--- config.mk ---
export PLATFORM = sky130hd
export DESIGN_NAME = cct_queue
export DESIGN_NICKNAME = d
export VERILOG_FILES = /design/src/cct_pkg.sv /design/src/cct_queue.sv
export SDC_FILE = /design/constraint.sdc
export NUM_CORES = 1
export LEC_CHECK = 0
export ABC_CLOCK_PERIOD_IN_PS = 5650
export BUFFER_PORTS_ARGS = -buffer_cell sky130_fd_sc_hd__buf_2
export CAP_MARGIN = 5
export CORE_MARGIN = 1.5
export CORE_UTILIZATION = 46
export DETAILED_ROUTE_END_ITERATION = 16
export GPL_TIMING_DRIVEN = 0
export PLACE_DENSITY_LB_ADDON = 0.12
export SLEW_MARGIN = 25
export SYNTH_ARGS = -nofsm -noshare
export SYNTH_HDL_FRONTEND = slang
export SYNTH_SLANG_ARGS = --single-unit
--- constraint.sdc ---
create_clock -name clk -period 5.65 [get_ports clk]
set_clock_uncertainty 0.15 [all_clocks]
set_input_delay 0.565 -clock clk [delete_from_list [all_inputs] [get_ports clk]]
set_output_delay 0.565 -clock clk [all_outputs]
set_load 0.02 [all_outputs]
--- src/cct_pkg.sv ---
// Shared types, codes and helpers of the call context outcome tracker.
// Used by all modules but cct_ram and by the checker; depends on nothing.
package cct_pkg;

	localparam int SLOTS_DEF = 64;
	// Depth of the command queue between front and back; a power of two.
	localparam int QDEPTH = 2;

	localparam logic [1:0] KIND_DISPATCH = 2'd0;
	localparam logic [1:0] KIND_STATE    = 2'd1;
	localparam logic [1:0] KIND_TSX      = 2'd2;
	localparam logic [1:0] KIND_EXPIRY   = 2'd3;

	localparam logic [2:0] CS_EARLY        = 3'd1;
	localparam logic [2:0] CS_CONNECTING   = 3'd2;
	localparam logic [2:0] CS_CONFIRMED    = 3'd3;
	localparam logic [2:0] CS_DISCONNECTED = 3'd4;

	localparam logic [1:0] RK_REPORT = 2'd0;
	localparam logic [1:0] RK_HANGUP = 2'd1;
	localparam logic [1:0] RK_ACCEPT = 2'd2;

	localparam logic [1:0] TMR_NONE = 2'd0;
	localparam logic [1:0] TMR_MAIN = 2'd1;
	localparam logic [1:0] TMR_RING = 2'd2;

	localparam logic [3:0] OC_MISSED      = 4'd0;
	localparam logic [3:0] OC_UNREACHABLE = 4'd1;
	localparam logic [3:0] OC_NO_ANSWER   = 4'd2;
	localparam logic [3:0] OC_BUSY        = 4'd3;
	localparam logic [3:0] OC_REJECTED    = 4'd4;
	localparam logic [3:0] OC_UNAVAILABLE = 4'd5;
	localparam logic [3:0] OC_NET_DOWN    = 4'd6;
	localparam logic [3:0] OC_CF_MCA      = 4'd7;
	localparam logic [3:0] OC_CF_NUMBER   = 4'd8;
	localparam logic [3:0] OC_UNKNOWN     = 4'd9;

	localparam logic [9:0] ST_OK          = 10'd200;
	localparam logic [9:0] ST_RINGING     = 10'd180;
	localparam logic [9:0] ST_FORWARDED   = 10'd181;
	localparam logic [9:0] ST_MOVED       = 10'd302;
	localparam logic [9:0] ST_TIMEOUT     = 10'd408;
	localparam logic [9:0] ST_UNAVAILABLE = 10'd480;
	localparam logic [9:0] ST_BUSY_HERE   = 10'd486;
	localparam logic [9:0] ST_TERMINATED  = 10'd487;
	localparam logic [9:0] ST_BUSY_ALL    = 10'd600;
	localparam logic [9:0] ST_DECLINE     = 10'd603;
	localparam logic [9:0] ST_SVC_DOWN    = 10'd503;
	localparam logic [9:0] ST_GW_TIMEOUT  = 10'd504;

	typedef struct packed {
		logic [1:0]  kind;
		logic [11:0] call_id;
		logic [31:0] request_tag;
		logic [31:0] time_ms;
		logic        make_ok;
		logic [2:0]  call_state;
		logic [9:0]  sip_status;
		logic        tsx_completed;
		logic        tsx_is_uac;
		logic        tsx_is_prack;
		logic [5:0]  slot;
		logic        timer_which;
	} item_t;

	typedef struct packed {
		logic [1:0]  result_kind;
		logic [11:0] out_call_id;
		logic [31:0] out_tag;
		logic [5:0]  out_slot;
		logic [3:0]  outcome;
		logic [9:0]  final_status;
		logic [31:0] elapsed_ms;
	} result_t;

	// Classified operation handed from the front to the back.
	typedef enum logic [3:0] {
		OP_NOP,
		OP_DISPATCH,
		OP_RING,
		OP_DISARM,
		OP_CONFIRM,
		OP_DISCONNECT,
		OP_FORWARD,
		OP_PRACK_OK,
		OP_EXPIRE
	} op_t;

	typedef struct packed {
		op_t         op;
		logic [11:0] call_id;
		logic [31:0] tag;
		logic [31:0] time_ms;
		logic        make_ok;
		logic [9:0]  status;
		logic [5:0]  slot;
		logic        which;
	} cmd_t;

	// Per-slot record held in the slot memory.
	typedef struct packed {
		logic [11:0] call_id;
		logic [31:0] tag;
		logic [31:0] start;
		logic        ringing;
		logic        cancelled;
		logic [1:0]  timer;
	} slot_rec_t;

	typedef enum logic [1:0] {
		BK_IDLE,
		BK_LOOK,
		BK_EXEC
	} bk_state_t;

	function automatic logic [3:0] outcome_of(input logic rg, input logic cx,
			input logic [9:0] st);
		logic [3:0] oc;
		if (cx && rg && st == ST_TERMINATED) oc = OC_MISSED;
		else if (cx && !rg && st == ST_TERMINATED) oc = OC_UNREACHABLE;
		else if (rg && (st == ST_TIMEOUT || st == ST_TERMINATED)) oc = OC_NO_ANSWER;
		else if (st == ST_BUSY_HERE || st == ST_BUSY_ALL) oc = OC_BUSY;
		else if (st == ST_DECLINE) oc = OC_REJECTED;
		else if (st == ST_UNAVAILABLE) oc = OC_UNAVAILABLE;
		else if (st == ST_TIMEOUT && !rg) oc = OC_UNREACHABLE;
		else if (st == ST_SVC_DOWN || st == ST_GW_TIMEOUT) oc = OC_NET_DOWN;
		else if (st == ST_OK) oc = OC_CF_MCA;
		else if (st == ST_FORWARDED || st == ST_MOVED) oc = OC_CF_NUMBER;
		else oc = OC_UNKNOWN;
		return oc;
	endfunction

endpackage

--- src/cct_queue.sv ---
// Short command queue between the front and the back end.
// Depends on cct_pkg for the command type and its depth.
module cct_queue import cct_pkg::*; (
	input  logic clk,
	input  logic arst_n,
	input  logic push,
	input  cmd_t wdata,
	input  logic pop,
	output cmd_t rdata,
	output logic empty,
	output logic full
);

	localparam int PW = (QDEPTH > 1) ? $clog2(QDEPTH) : 1;
	localparam int CW = $clog2(QDEPTH + 1);

	cmd_t          mem_q [QDEPTH];
	logic [PW-1:0] wr_q;
	logic [PW-1:0] rd_q;
	logic [CW-1:0] cnt_q;

	assign empty = (cnt_q == '0);
	assign full  = (cnt_q == CW'(QDEPTH));
	assign rdata = mem_q[rd_q];

	always_ff @(posedge clk or negedge arst_n) begin
		if (!arst_n) begin
			wr_q  <= '0;
			rd_q  <= '0;
			cnt_q <= '0;
		end else begin
			if (push) wr_q <= wr_q + PW'(1);
			if (pop) rd_q <= rd_q + PW'(1);
			if (push && !pop) cnt_q <= cnt_q + CW'(1);
			else if (pop && !push) cnt_q <= cnt_q - CW'(1);
		end
	end

	always_ff @(posedge clk) begin
		if (push) mem_q[wr_q] <= wdata;
	end

endmodule

# After elaboration in Yosys (flattened, before gate mapping)
# Memories as Yosys holds them, arrays and structs flattened.
# Cells that the tools add are included.
[classes] add_sub_neg=4 n_eq_ne=1 mux=4 n_reduce_logical=6
[ops] op="2-bit two-way mux" count=2
[ops] op="1-bit adder, second input constant" count=2
[ops] op="2-bit by 1-bit adder with 2-bit output, second input constant" count=1
[ops] op="2-bit == test, second input constant" count=1
[ops] op="1-bit logical AND" count=2
[ops] op="1-bit logical NOT" count=2
[ops] op="2-bit logical NOT" count=1
[ops] op="1-bit two-way mux" count=2
[ops] op="2-bit nonzero test" count=1
[ops] op="2-bit by 1-bit subtractor with 2-bit output, second input constant" count=1
[word_totals] register_bits=4 ramBits=196 input_bits=102 output_inout_bits=100 word_cells=19 memories=1
[memory_table] name="mem_q" depth=2 word_bits=98 read_ports=1 rd_ports_with_merged_regs=0 wr=1 line_no="cct_queue.sv:17" rtl="cmd_t mem_q [QDEPTH];"

# Longest topological paths before layout
[logic_depth] ltp_word=4 depth_mapped=5 depth_no_buf=5

# Least setup slack after synthesis
# Ideal clock, no wire load.
[synth_path] path_type="input to register" from="in push" to="mem mem_q[0][0] in the netlist's numbering (enable)" setup_time_ps=567 t_arrival_ps=4832 required_ps=4933 path_slack_ps=101 stages=1 path_buffers=0 path_cell_list="nor2b_1"
[synth_between] elab_chain_len=2
[synth_rtl] item="from (decl)" line_no="cct_queue.sv:6" rtl="input logic push,"
[synth_rtl] item="1-bit two-way mux" line_no="cct_queue.sv:40" rtl="if (push) mem_q[wr_q] <= wdata;"
[synth_rtl] item="1-bit two-way mux (not written as such)" line_no="cct_queue.sv:40"
[synth_rtl] item="to (decl)" line_no="cct_queue.sv:17"
# Every way passes these cells.

==> flow_summary.json <==
{
  "powerDensity_nw_per_um2": 520.2,
  "grtUsageTotal_pct": 15.71,
  "dpl_worst_slack_ns": 3.313,
  "hold_viol": 0,
  "synth_top_area_share_pct": 80.77,
  "syn_inst": 321,
  "maxSlewHeadroom_pct": 48.47,
  "final-instance-count-excl-fill": 773,
  "drc": 0,
  "post-cts-setup-buffer-count": 0,
  "ant_nets": 0,
  "worst_ep_arrival_time_ns": 1.76,
  "cts_tree": "yes",
  "worst-slew-pin-transition_ns": 0.7712,
  "outcome": "completed",
  "synth.net_count": 424,
  "period_share_pct": 43.78,
  "routabilityCongestion": 0.6949,
  "hold_path.class": "in -> reg",
  "fin_setup_tns_ns": 0,
  "fp-row-count": 45,
  "rsz0062_at_grt": "false",
  "max_freq_mhz": 404.3,
  "met2_usage_pct": 27.37,
  "avgSynthCellArea_um2": 22.70,
  "die_w_um": 128.9,
  "fp.dieH_um": 128.9,
  "clock_path_buffers": 2,
  "ys_ff_latch": 200,
  "finalSetupViolations": 0,
  "drt_wl_total_um": 12890,
  "fill_cells": 1200,
  "syn_area_um2": 7287,
  "clockRootBuffer": "clkbuf_16",
  "final_core_util_pct": 60.90,
  "synth.area.top_cells": "edfxtp_1 (81%), mux2_2 (14%), mux2_4 (2.1%)",
  "ys_types": 13,
  "num_io_pins": 202,
  "dp_cells": 739,
  "cp-start-kind": "flop",
  "use_met1_pct": 16.90,
  "syn_to_final_growth_pct": 27.99,
  "power_leakage_nw": 3.551,
  "grt_max_degree": 41,
  "grt-ovfl-total": 0,
  "yosysWarnings": 0,
  "cp_max_fo": 10,
  "first_pass_iters": 4,
  "grt_pass1_vias": 3853,
  "period_minus_slack_ns": 2.474,
  "dieArea_um2": 16600,
  "slew_viol_final": 0,
  "antenna_found_initial": 0,
  "drive_gt1_share_pct": 61.85,
  "fin_nets": 651,
  "ir_worst_vdd_v": 0.0003015,
  "met3_usage_pct": 6.528,
  "avgRoutedWirePerCell_um": 16.67,
  "post_drt_via_cell_ratio": 4.805,
  "initial_core_util_pct": 47.58,
  "core_area_um2": 15310,
  "drt_iter0_drc": 206,
  "critical_path_class": "reg -> out",
  "cts_sinks": 200,
  "port_buffers": 201,
  "grt_first_pass_wirelength_um": 19030,
  "synth_seq_area_share_pct": 82.14,
  "crit_path_end_kind": "output pin",
  "setup_ws_ns": 3.176,
  "path_clk_slew_ns": 0.07,
  "synth_top_cell_by_area": "edfxtp_1",
  "worstSkewPairLatency_ns": 0.42,
  "crit_required_ns": 4.93,
  "hpwl_um": 8870,
  "cap_violations": 0,
  "hold_ws_ns": 0.1771,
  "grt-busiest-layer": "met2",
  "multiInputGateArea_um2": 1234,
  "cts_buffers": 17,
  "final-seq-area_um2": 5986,
  "vias": 3714,
  "htreeDepth": 4
}
cell families (layout without fill, tap and decap cells):
kind of cell  count (synthesis)  count (layout)  synth area share (%)
mux                          98              98                 15.66
simple gates                  5               5                0.3606
other cells                   0               1                     0
fa+ha+maj                     1               1                0.1717
xor+xnor                      5               5                0.6009
flops                       200             200                 82.14
buf+inv                      12             252                 1.065
area by class of cell:
type	count	area share, %
antenna	1	0.02683
sequential	200	64.18
timing repair buffer	208	12.42
buffer	11	0.7915
clock buffer	18	4.602
inverter	1	0.04025
clock inverter	14	1.878
tap	211	2.831
multi-input combinational	109	13.23
synthesized netlist by cell type (all sizes together):
cell type    n
edfxtp     196
mux2        98
buf         11
dfrtp        4
xor2         4
nor2         2
nor2b        2
and2         1
ha           1
inv          1
xnor2        1
repair_timing:
action | CTS | global route
hold endpoints to repair | 4 | 0
hold buffers | 1 | 0
gates resized for setup | 0 | 0
stage by stage:
stage / area, um^2 / total power [mW]
floorplan: 7287 / 3.168
global placement: 8557 / 3.667
detailed placement: 8710 / 3.698
CTS: 9324 / 4.924
global route: 9324 / 5.076
finish: 9326 / 4.852
flip-flops by register name, summed over array words and instances, names as in the netlist:
signal	count
cnt_q	2
mem_q	196
rd_q	1
wr_q	1
final timing paths:
check,start,slack [ns],depth (start not counted),to
hold reg to reg,cnt_q[1],0.34,1,cnt_q[1]
min in group asynchronous,arst_n,0.33,2,cnt_q[0]
setup / recovery,rd_q,3.18,5,rdata[59]
max in group asynchronous,arst_n,4.90,2,wr_q
hold / removal,wdata[95],0.18,1,mem_q[1][95]
setup reg to reg,wr_q,3.69,3,mem_q[0][94]
critical path, cell delays in order, from the launching register on:
cell and delay [ns]:
dfrtp_1 0.34, buf_6 0.15, buf_6 0.17, buf_6 0.19
mux2_4 0.32, buf_2 0.16
power by group:
group	total, mW	switching [mW]	internal, mW
clock network	1.22	0.518	0.700
logic	1.60	0.936	0.668
registers	2.03	0.0645	1.96
layout by cell type (no fill, tap or decap), drive strengths merged, types with 2 or more instances in the layout:
cell        n
buf       218
edfxtp    196
mux2       98
clkbuf     18
clkinvlp    5
xor2        4
dfrtp       4
clkinv      4
bufinv      3
inv         3
nor2        2
nor2b       2
metal layers:
metal,up-vias,wire [um]
li1,1727,-
met1,1849,4789
met2,123,6783
met3,15,1118
met4,0,194
met5,-,0
(Power assumes the default switching activity.)
