### src/cct_pkg.sv
// Shared types, codes and helpers of the call context outcome tracker.
// Used by all modules but cct_ram and by the checker; depends on nothing.
package cct_pkg;

	localparam int SLOTS_DEF = 64;
	// Depth of the command queue between front and back; a power of two.
	localparam int QDEPTH = 2;

	localparam logic [1:0] KIND_DISPATCH = 2'd0;
	localparam logic [1:0] KIND_STATE    = 2'd1;
	localparam logic [1:0] KIND_TSX      = 2'd2;
	localparam logic [1:0] KIND_EXPIRY   = 2'd3;

	localparam logic [2:0] CS_EARLY        = 3'd1;
	localparam logic [2:0] CS_CONNECTING   = 3'd2;
	localparam logic [2:0] CS_CONFIRMED    = 3'd3;
	localparam logic [2:0] CS_DISCONNECTED = 3'd4;

	localparam logic [1:0] RK_REPORT = 2'd0;
	localparam logic [1:0] RK_HANGUP = 2'd1;
	localparam logic [1:0] RK_ACCEPT = 2'd2;

	localparam logic [1:0] TMR_NONE = 2'd0;
	localparam logic [1:0] TMR_MAIN = 2'd1;
	localparam logic [1:0] TMR_RING = 2'd2;

	localparam logic [3:0] OC_MISSED      = 4'd0;
	localparam logic [3:0] OC_UNREACHABLE = 4'd1;
	localparam logic [3:0] OC_NO_ANSWER   = 4'd2;
	localparam logic [3:0] OC_BUSY        = 4'd3;
	localparam logic [3:0] OC_REJECTED    = 4'd4;
	localparam logic [3:0] OC_UNAVAILABLE = 4'd5;
	localparam logic [3:0] OC_NET_DOWN    = 4'd6;
	localparam logic [3:0] OC_CF_MCA      = 4'd7;
	localparam logic [3:0] OC_CF_NUMBER   = 4'd8;
	localparam logic [3:0] OC_UNKNOWN     = 4'd9;

	localparam logic [9:0] ST_OK          = 10'd200;
	localparam logic [9:0] ST_RINGING     = 10'd180;
	localparam logic [9:0] ST_FORWARDED   = 10'd181;
	localparam logic [9:0] ST_MOVED       = 10'd302;
	localparam logic [9:0] ST_TIMEOUT     = 10'd408;
	localparam logic [9:0] ST_UNAVAILABLE = 10'd480;
	localparam logic [9:0] ST_BUSY_HERE   = 10'd486;
	localparam logic [9:0] ST_TERMINATED  = 10'd487;
	localparam logic [9:0] ST_BUSY_ALL    = 10'd600;
	localparam logic [9:0] ST_DECLINE     = 10'd603;
	localparam logic [9:0] ST_SVC_DOWN    = 10'd503;
	localparam logic [9:0] ST_GW_TIMEOUT  = 10'd504;

	typedef struct packed {
		logic [1:0]  kind;
		logic [11:0] call_id;
		logic [31:0] request_tag;
		logic [31:0] time_ms;
		logic        make_ok;
		logic [2:0]  call_state;
		logic [9:0]  sip_status;
		logic        tsx_completed;
		logic        tsx_is_uac;
		logic        tsx_is_prack;
		logic [5:0]  slot;
		logic        timer_which;
	} item_t;

	typedef struct packed {
		logic [1:0]  result_kind;
		logic [11:0] out_call_id;
		logic [31:0] out_tag;
		logic [5:0]  out_slot;
		logic [3:0]  outcome;
		logic [9:0]  final_status;
		logic [31:0] elapsed_ms;
	} result_t;

	// Classified operation handed from the front to the back.
	typedef enum logic [3:0] {
		OP_NOP,
		OP_DISPATCH,
		OP_RING,
		OP_DISARM,
		OP_CONFIRM,
		OP_DISCONNECT,
		OP_FORWARD,
		OP_PRACK_OK,
		OP_EXPIRE
	} op_t;

	typedef struct packed {
		op_t         op;
		logic [11:0] call_id;
		logic [31:0] tag;
		logic [31:0] time_ms;
		logic        make_ok;
		logic [9:0]  status;
		logic [5:0]  slot;
		logic        which;
	} cmd_t;

	// Per-slot record held in the slot memory.
	typedef struct packed {
		logic [11:0] call_id;
		logic [31:0] tag;
		logic [31:0] start;
		logic        ringing;
		logic        cancelled;
		logic [1:0]  timer;
	} slot_rec_t;

	typedef enum logic [1:0] {
		BK_IDLE,
		BK_LOOK,
		BK_EXEC
	} bk_state_t;

	function automatic logic [3:0] outcome_of(input logic rg, input logic cx,
			input logic [9:0] st);
		logic [3:0] oc;
		if (cx && rg && st == ST_TERMINATED) oc = OC_MISSED;
		else if (cx && !rg && st == ST_TERMINATED) oc = OC_UNREACHABLE;
		else if (rg && (st == ST_TIMEOUT || st == ST_TERMINATED)) oc = OC_NO_ANSWER;
		else if (st == ST_BUSY_HERE || st == ST_BUSY_ALL) oc = OC_BUSY;
		else if (st == ST_DECLINE) oc = OC_REJECTED;
		else if (st == ST_UNAVAILABLE) oc = OC_UNAVAILABLE;
		else if (st == ST_TIMEOUT && !rg) oc = OC_UNREACHABLE;
		else if (st == ST_SVC_DOWN || st == ST_GW_TIMEOUT) oc = OC_NET_DOWN;
		else if (st == ST_OK) oc = OC_CF_MCA;
		else if (st == ST_FORWARDED || st == ST_MOVED) oc = OC_CF_NUMBER;
		else oc = OC_UNKNOWN;
		return oc;
	endfunction

endpackage

### src/cct_front.sv
// Front end: takes items and classifies them into back-end commands.
// Items that can change nothing are dropped here. Depends on cct_pkg.
module cct_front import cct_pkg::*; (
	input  logic  start,
	input  item_t item,
	input  logic  q_full,
	output logic  busy,
	output logic  push,
	output cmd_t  cmd
);

	op_t op;

	always_comb begin
		op = OP_NOP;
		unique case (item.kind)
			KIND_DISPATCH: op = OP_DISPATCH;
			KIND_STATE: begin
				unique case (item.call_state)
					CS_EARLY: begin
						if (item.sip_status == ST_RINGING) op = OP_RING;
					end
					CS_CONNECTING:   op = OP_DISARM;
					CS_CONFIRMED:    op = OP_CONFIRM;
					CS_DISCONNECTED: op = OP_DISCONNECT;
					default:         op = OP_NOP;
				endcase
			end
			KIND_TSX: begin
				if (item.tsx_completed) begin
					if (item.sip_status == ST_FORWARDED || item.sip_status == ST_MOVED) begin
						op = OP_FORWARD;
					end else if (item.tsx_is_uac && item.tsx_is_prack
							&& item.sip_status == ST_OK) begin
						op = OP_PRACK_OK;
					end
				end
			end
			KIND_EXPIRY: op = OP_EXPIRE;
			default:     op = OP_NOP;
		endcase
	end

	assign busy = q_full;
	assign push = start && !q_full && (op != OP_NOP);

	assign cmd.op      = op;
	assign cmd.call_id = item.call_id;
	assign cmd.tag     = item.request_tag;
	assign cmd.time_ms = item.time_ms;
	assign cmd.make_ok = item.make_ok;
	assign cmd.status  = item.sip_status;
	assign cmd.slot    = item.slot;
	assign cmd.which   = item.timer_which;

endmodule

### config.mk
export PLATFORM = sky130hd
export DESIGN_NAME = cct_front
export DESIGN_NICKNAME = d
export VERILOG_FILES = /design/src/cct_pkg.sv /design/src/cct_front.sv
export SDC_FILE = /design/constraint.sdc
export NUM_CORES = 1
export LEC_CHECK = 0
export BUFFER_PORTS_ARGS = -buffer_cell sky130_fd_sc_hd__buf_2
export CAP_MARGIN = 20
export CELL_PAD_IN_SITES_DETAIL_PLACEMENT = 1
export CELL_PAD_IN_SITES_GLOBAL_PLACEMENT = 1
export CORE_MARGIN = 2
export CORE_UTILIZATION = 14
export DETAILED_ROUTE_END_ITERATION = 10
export GPL_TIMING_DRIVEN = 1
export PLACE_DENSITY_LB_ADDON = 0.08
export SLEW_MARGIN = 40
export SYNTH_ARGS = -nofsm -noshare
export SYNTH_HDL_FRONTEND = slang
export SYNTH_SLANG_ARGS = --single-unit
### constraint.sdc
create_clock -name vclk -period 1.5
set_input_delay 0.075 -clock vclk [all_inputs]
set_output_delay 0.075 -clock vclk [all_outputs]
set_load 0.01 [all_outputs]
# Word level (Yosys, flattened, before mapping)
# Cells that the tools add are included.
[classes]
eq_ne = 11
n_mux = 6
n_reduce_logical = 8
[ops]
columns = ["operator", "n"]
rows = [
  ["$pmux 4 s4", 2],
  ["$eq 10x8->1 const B", 3],
  ["$eq 10x9->1 const B", 1],
  ["$mux 3", 3],
  ["$eq 3x2->1 const B", 2],
  ["$eq 2x2->1 const B", 2],
  ["$logic_and 1x1->1", 4],
  ["$reduce_bool 4->1", 1],
  ["$eq 3x1->1 const B", 1],
  ["$eq 3x3->1 const B", 1],
  ["$eq 2x1->1 const B", 1],
  ["$logic_not 2->1", 1],
  ["$mux 2", 1],
  ["$logic_not 1->1", 1],
  ["$logic_or 1x1->1", 1],
]
[word_totals]
ff_bits = 0
inputBits = 104
out_inout_bits = 100
word_cells = 25

# Longest topological paths before layout
[depth]
word_depth = 8
mapped_depth = 4
ltp_nobuf = 4

# Worst setup path before layout
# Ideal clock, no wire load.
[synth_path]
path_kind = "input-to-output"
start = "in item[11] in the netlist's numbering"
end = "out push"
arrival_ns = 1.174
required_ns = 1.425
slack_ns = 0.251
path_stages = 4
path_buffers = 0
cell_sequence = "or4b_4 > nor4_4 > nand2_2 > a41oi_2"
[synth_via]
elab_chain_len = 8
elab_cells_between_ends = 14
cone_classes = "4 x eq/ne; 6 x mux; 4 x reduce/logical"
[synth_lines]
columns = ["element", "line", "source"]
rows = [
  ["start: declaration", "cct_front.sv:5", "input item_t item,"],
  ["$eq 10x8->1", "cct_front.sv:34", "&& item.sip_status == ST_OK) begin"],
  ["$logic_and 1x1->1", "cct_front.sv:34", ""],
  ["$mux 3", "cct_front.sv:33", "end else if (item.tsx_is_uac && item.tsx_is_prack"],
  ["$mux 3", "cct_front.sv:31", "if (item.sip_status == ST_FORWARDED || item.sip_status == ST_MOVED) begin"],
  ["$mux 3", "cct_front.sv:30", "if (item.tsx_completed) begin"],
  ["$pmux 4 s4 (*)", "cct_front.sv:16", "unique case (item.kind)"],
  ["$reduce_bool 4->1 (*)", "cct_front.sv:45", "assign push = start && !q_full && (op != OP_NOP);"],
  ["$logic_and 1x1->1 (*)", "cct_front.sv:45", ""],
  ["end: declaration", "cct_front.sv:8", "output logic push,"],
]
# Mark *: on every way between the ends. The rest lies on a longest branch, timed or not.

# Worst setup path after layout
[layout_path]
start = "in item[10] in the netlist's numbering"
end = "out push"
# Same word-level chain as after synthesis.

==> results.sh <==
export IMPL_fin_crit_ps=1520
export IMPL_drv_cap=0
export IMPL_dp_hpwl_mm=1.81
export IMPL_post_place_cells=168
export IMPL_final_cell_mix="32 x buf_2, 4 x buf_6, 4 x buf_4, 3 x nand2b_1"
export IMPL_cp_depth=6
export IMPL_tightest_slew_ps=249
export IMPL_cp_cell_sequence="buf_6 -> or4b_4 -> nor4_4 -> nand2_2 -> a41oi_2 -> buf_2"
export IMPL_clkbuf_count=0
export IMPL_final_common_cell="buf_2"
export IMPL_relSlewSlack_pct=83.2
export IMPL_crit_required_ps=1420
export IMPL_ir_worst_vdd_uv=43.5
export IMPL_via_per_inst=3.00
export IMPL_finalHoldViolations=0
export IMPL_fmax_mhz=656
export IMPL_chipHeight_um=87.9
export IMPL_cp_end_kind="output port"
export IMPL_initial_core_util_pct=14.5
export IMPL_place_congestion=0.633
export IMPL_period_share_pct=102
export IMPL_power_switching_share_pct=47.7
export IMPL_internal_power_mw=0.0666
export IMPL_status="finished, violations left"
export IMPL_pwr_share_clk_pct=0
export IMPL_power_density_nw_per_um2=201
export IMPL_cp_max_fo=3
export IMPL_timing_critical_path_buf_inv=2
export IMPL_core_um2=6790
export IMPL_setup_violations=1
export IMPL_grt_overflow=0
export IMPL_fill_cells=822
export IMPL_rsz0062_at_grt="yes"
export IMPL_synth_seq_area_share_pct=0
export IMPL_wl_per_cell_um=11.9
export IMPL_grt_max_degree=6
export IMPL_num_rows=30
export IMPL_finalCoreUtilization_pct=9.34
export IMPL_drt_pass1_iterations=2
export IMPL_synth_avg_cell_area_um2=7.70
export IMPL_portBuffers=36
export IMPL_violations="setup timing"
export IMPL_finalWorstSetupSlack_ps=-24.8
export IMPL_diodes=0
export IMPL_worstSetupPathType="in -> out"
export IMPL_seq_power_share_pct=0
export IMPL_grt_pass1_wl_mm=2.86
export IMPL_grt_pass1_vias=528
export IMPL_finalMaxSlewViolations=0
export IMPL_cp_start_kind="input pin"
export IMPL_holdCritPathClass="in -> out"
export IMPL_fin_nets=179
export IMPL_synth_area_um2=986
export IMPL_io_pin_count=204
export IMPL_p_sw_mw=0.0608
export IMPL_p_comb_share_pct=100.0
export IMPL_globalRouteTotalUtil_pct=4.52
export IMPL_antenna_found_initial=0
export IMPL_area_growth_synth_to_final_pct=-35.7
export IMPL_num_vias=507
export IMPL_hold_depth=0
export IMPL_slowest_stage="or4b_4"
export IMPL_final_cells=169
export IMPL_holdWs_ps=150
export IMPL_ant_nets=0
export IMPL_initialDrtViolationCount=3
export IMPL_ys_warnings_count=0
export IMPL_dieArea_um2=7730
export IMPL_synth_cells=128
export IMPL_routed_wl_mm=2.01
export IMPL_die_x_um=87.9
export IMPL_synth_cell_types=29
export IMPL_worstPathArrival_ps=1450
export IMPL_drive_gt1_share_pct=72.6
export IMPL_worst_path_largest_cell_delay_ps=550
export IMPL_seq_area_um2=0
export IMPL_p_leak_nw=0.278
export IMPL_ctsHoldBuffers=0
export IMPL_seq_cells=0
export IMPL_synth_nets=232
export IMPL_drc=0
export IMPL_cp_top_family="simple AND/OR/NAND/NOR gates"
==> path summary, 6_finish.rpt <==
path | start | to | slack [ps]
max | item[10] | push | -20
min | item[32] | cmd[26] | 150
==> synthesized netlist by cell type, drive strengths merged (2+ instances only) <==
cell	count	share of area, %
buf	95	72
nand2	3	1.4
nand2b	3	1.9
and4bb	2	2.5
nand3b	2	1.5
o21ai	2	1.0
or3b	2	1.8
==> cells by family after synthesis <==
kind of cell	Yosys count	synth area share, %
buffers and inverters	95	72.3
XOR/XNOR	1	0.888
multiplexers	1	1.02
AO/OA/AOI/OAI	8	6.35
AND/OR/NAND/NOR	23	19.4
==> metal layers <==
metal | part of all wire (%) | GRT usage (%) | up-vias
met5 | 0 | 0 | -
met4 | 4.0 | 2.52 | 0
met3 | 15 | 2.07 | 20
met2 | 51 | 7.78 | 54
met1 | 30 | 4.52 | 223
li1 | - | - | 210
==> cell type report <==
class / count / area, um2 / share of cell area, %
Multi-Input combinational cell: 33 / 279 / 44.0
Tap cell: 96 / 120 / 18.9
Timing Repair Buffer: 40 / 235 / 37.1
==> timing repair <==
action                                  in CTS  in global routing
buffers inserted                             1                  0
gates resized for setup                      3                  4
endpoints found under the setup margin       2                  3
cloned                                       0                  0
pin swaps                                    4                  1
==> power by group through the flow <==
stage                     Sequential (mW)  Combinational (mW)  Clock (mW)
after floorplan                         0               0.299           0
after global placement                  0               0.124           0
after detailed placement                0               0.124           0
after CTS                               0               0.128           0
after global routing                    0               0.142           0
final                                   0               0.127           0
==> per-stage QoR <==
step / setup WS (ps) / power (mW) / cell area, um2 / TNS (ps)
finish: -24.8 / 0.127 / 634 / -24.8
global route: -104 / 0.142 / 634 / -147
CTS: -45.7 / 0.128 / 618 / -45.7
detailed placement: -77.2 / 0.124 / 596 / -104
global placement: -65.4 / 0.124 / 596 / -82.0
floorplan: 251 / 0.299 / 986 / 0
Power figures use the tool's default switching activity.
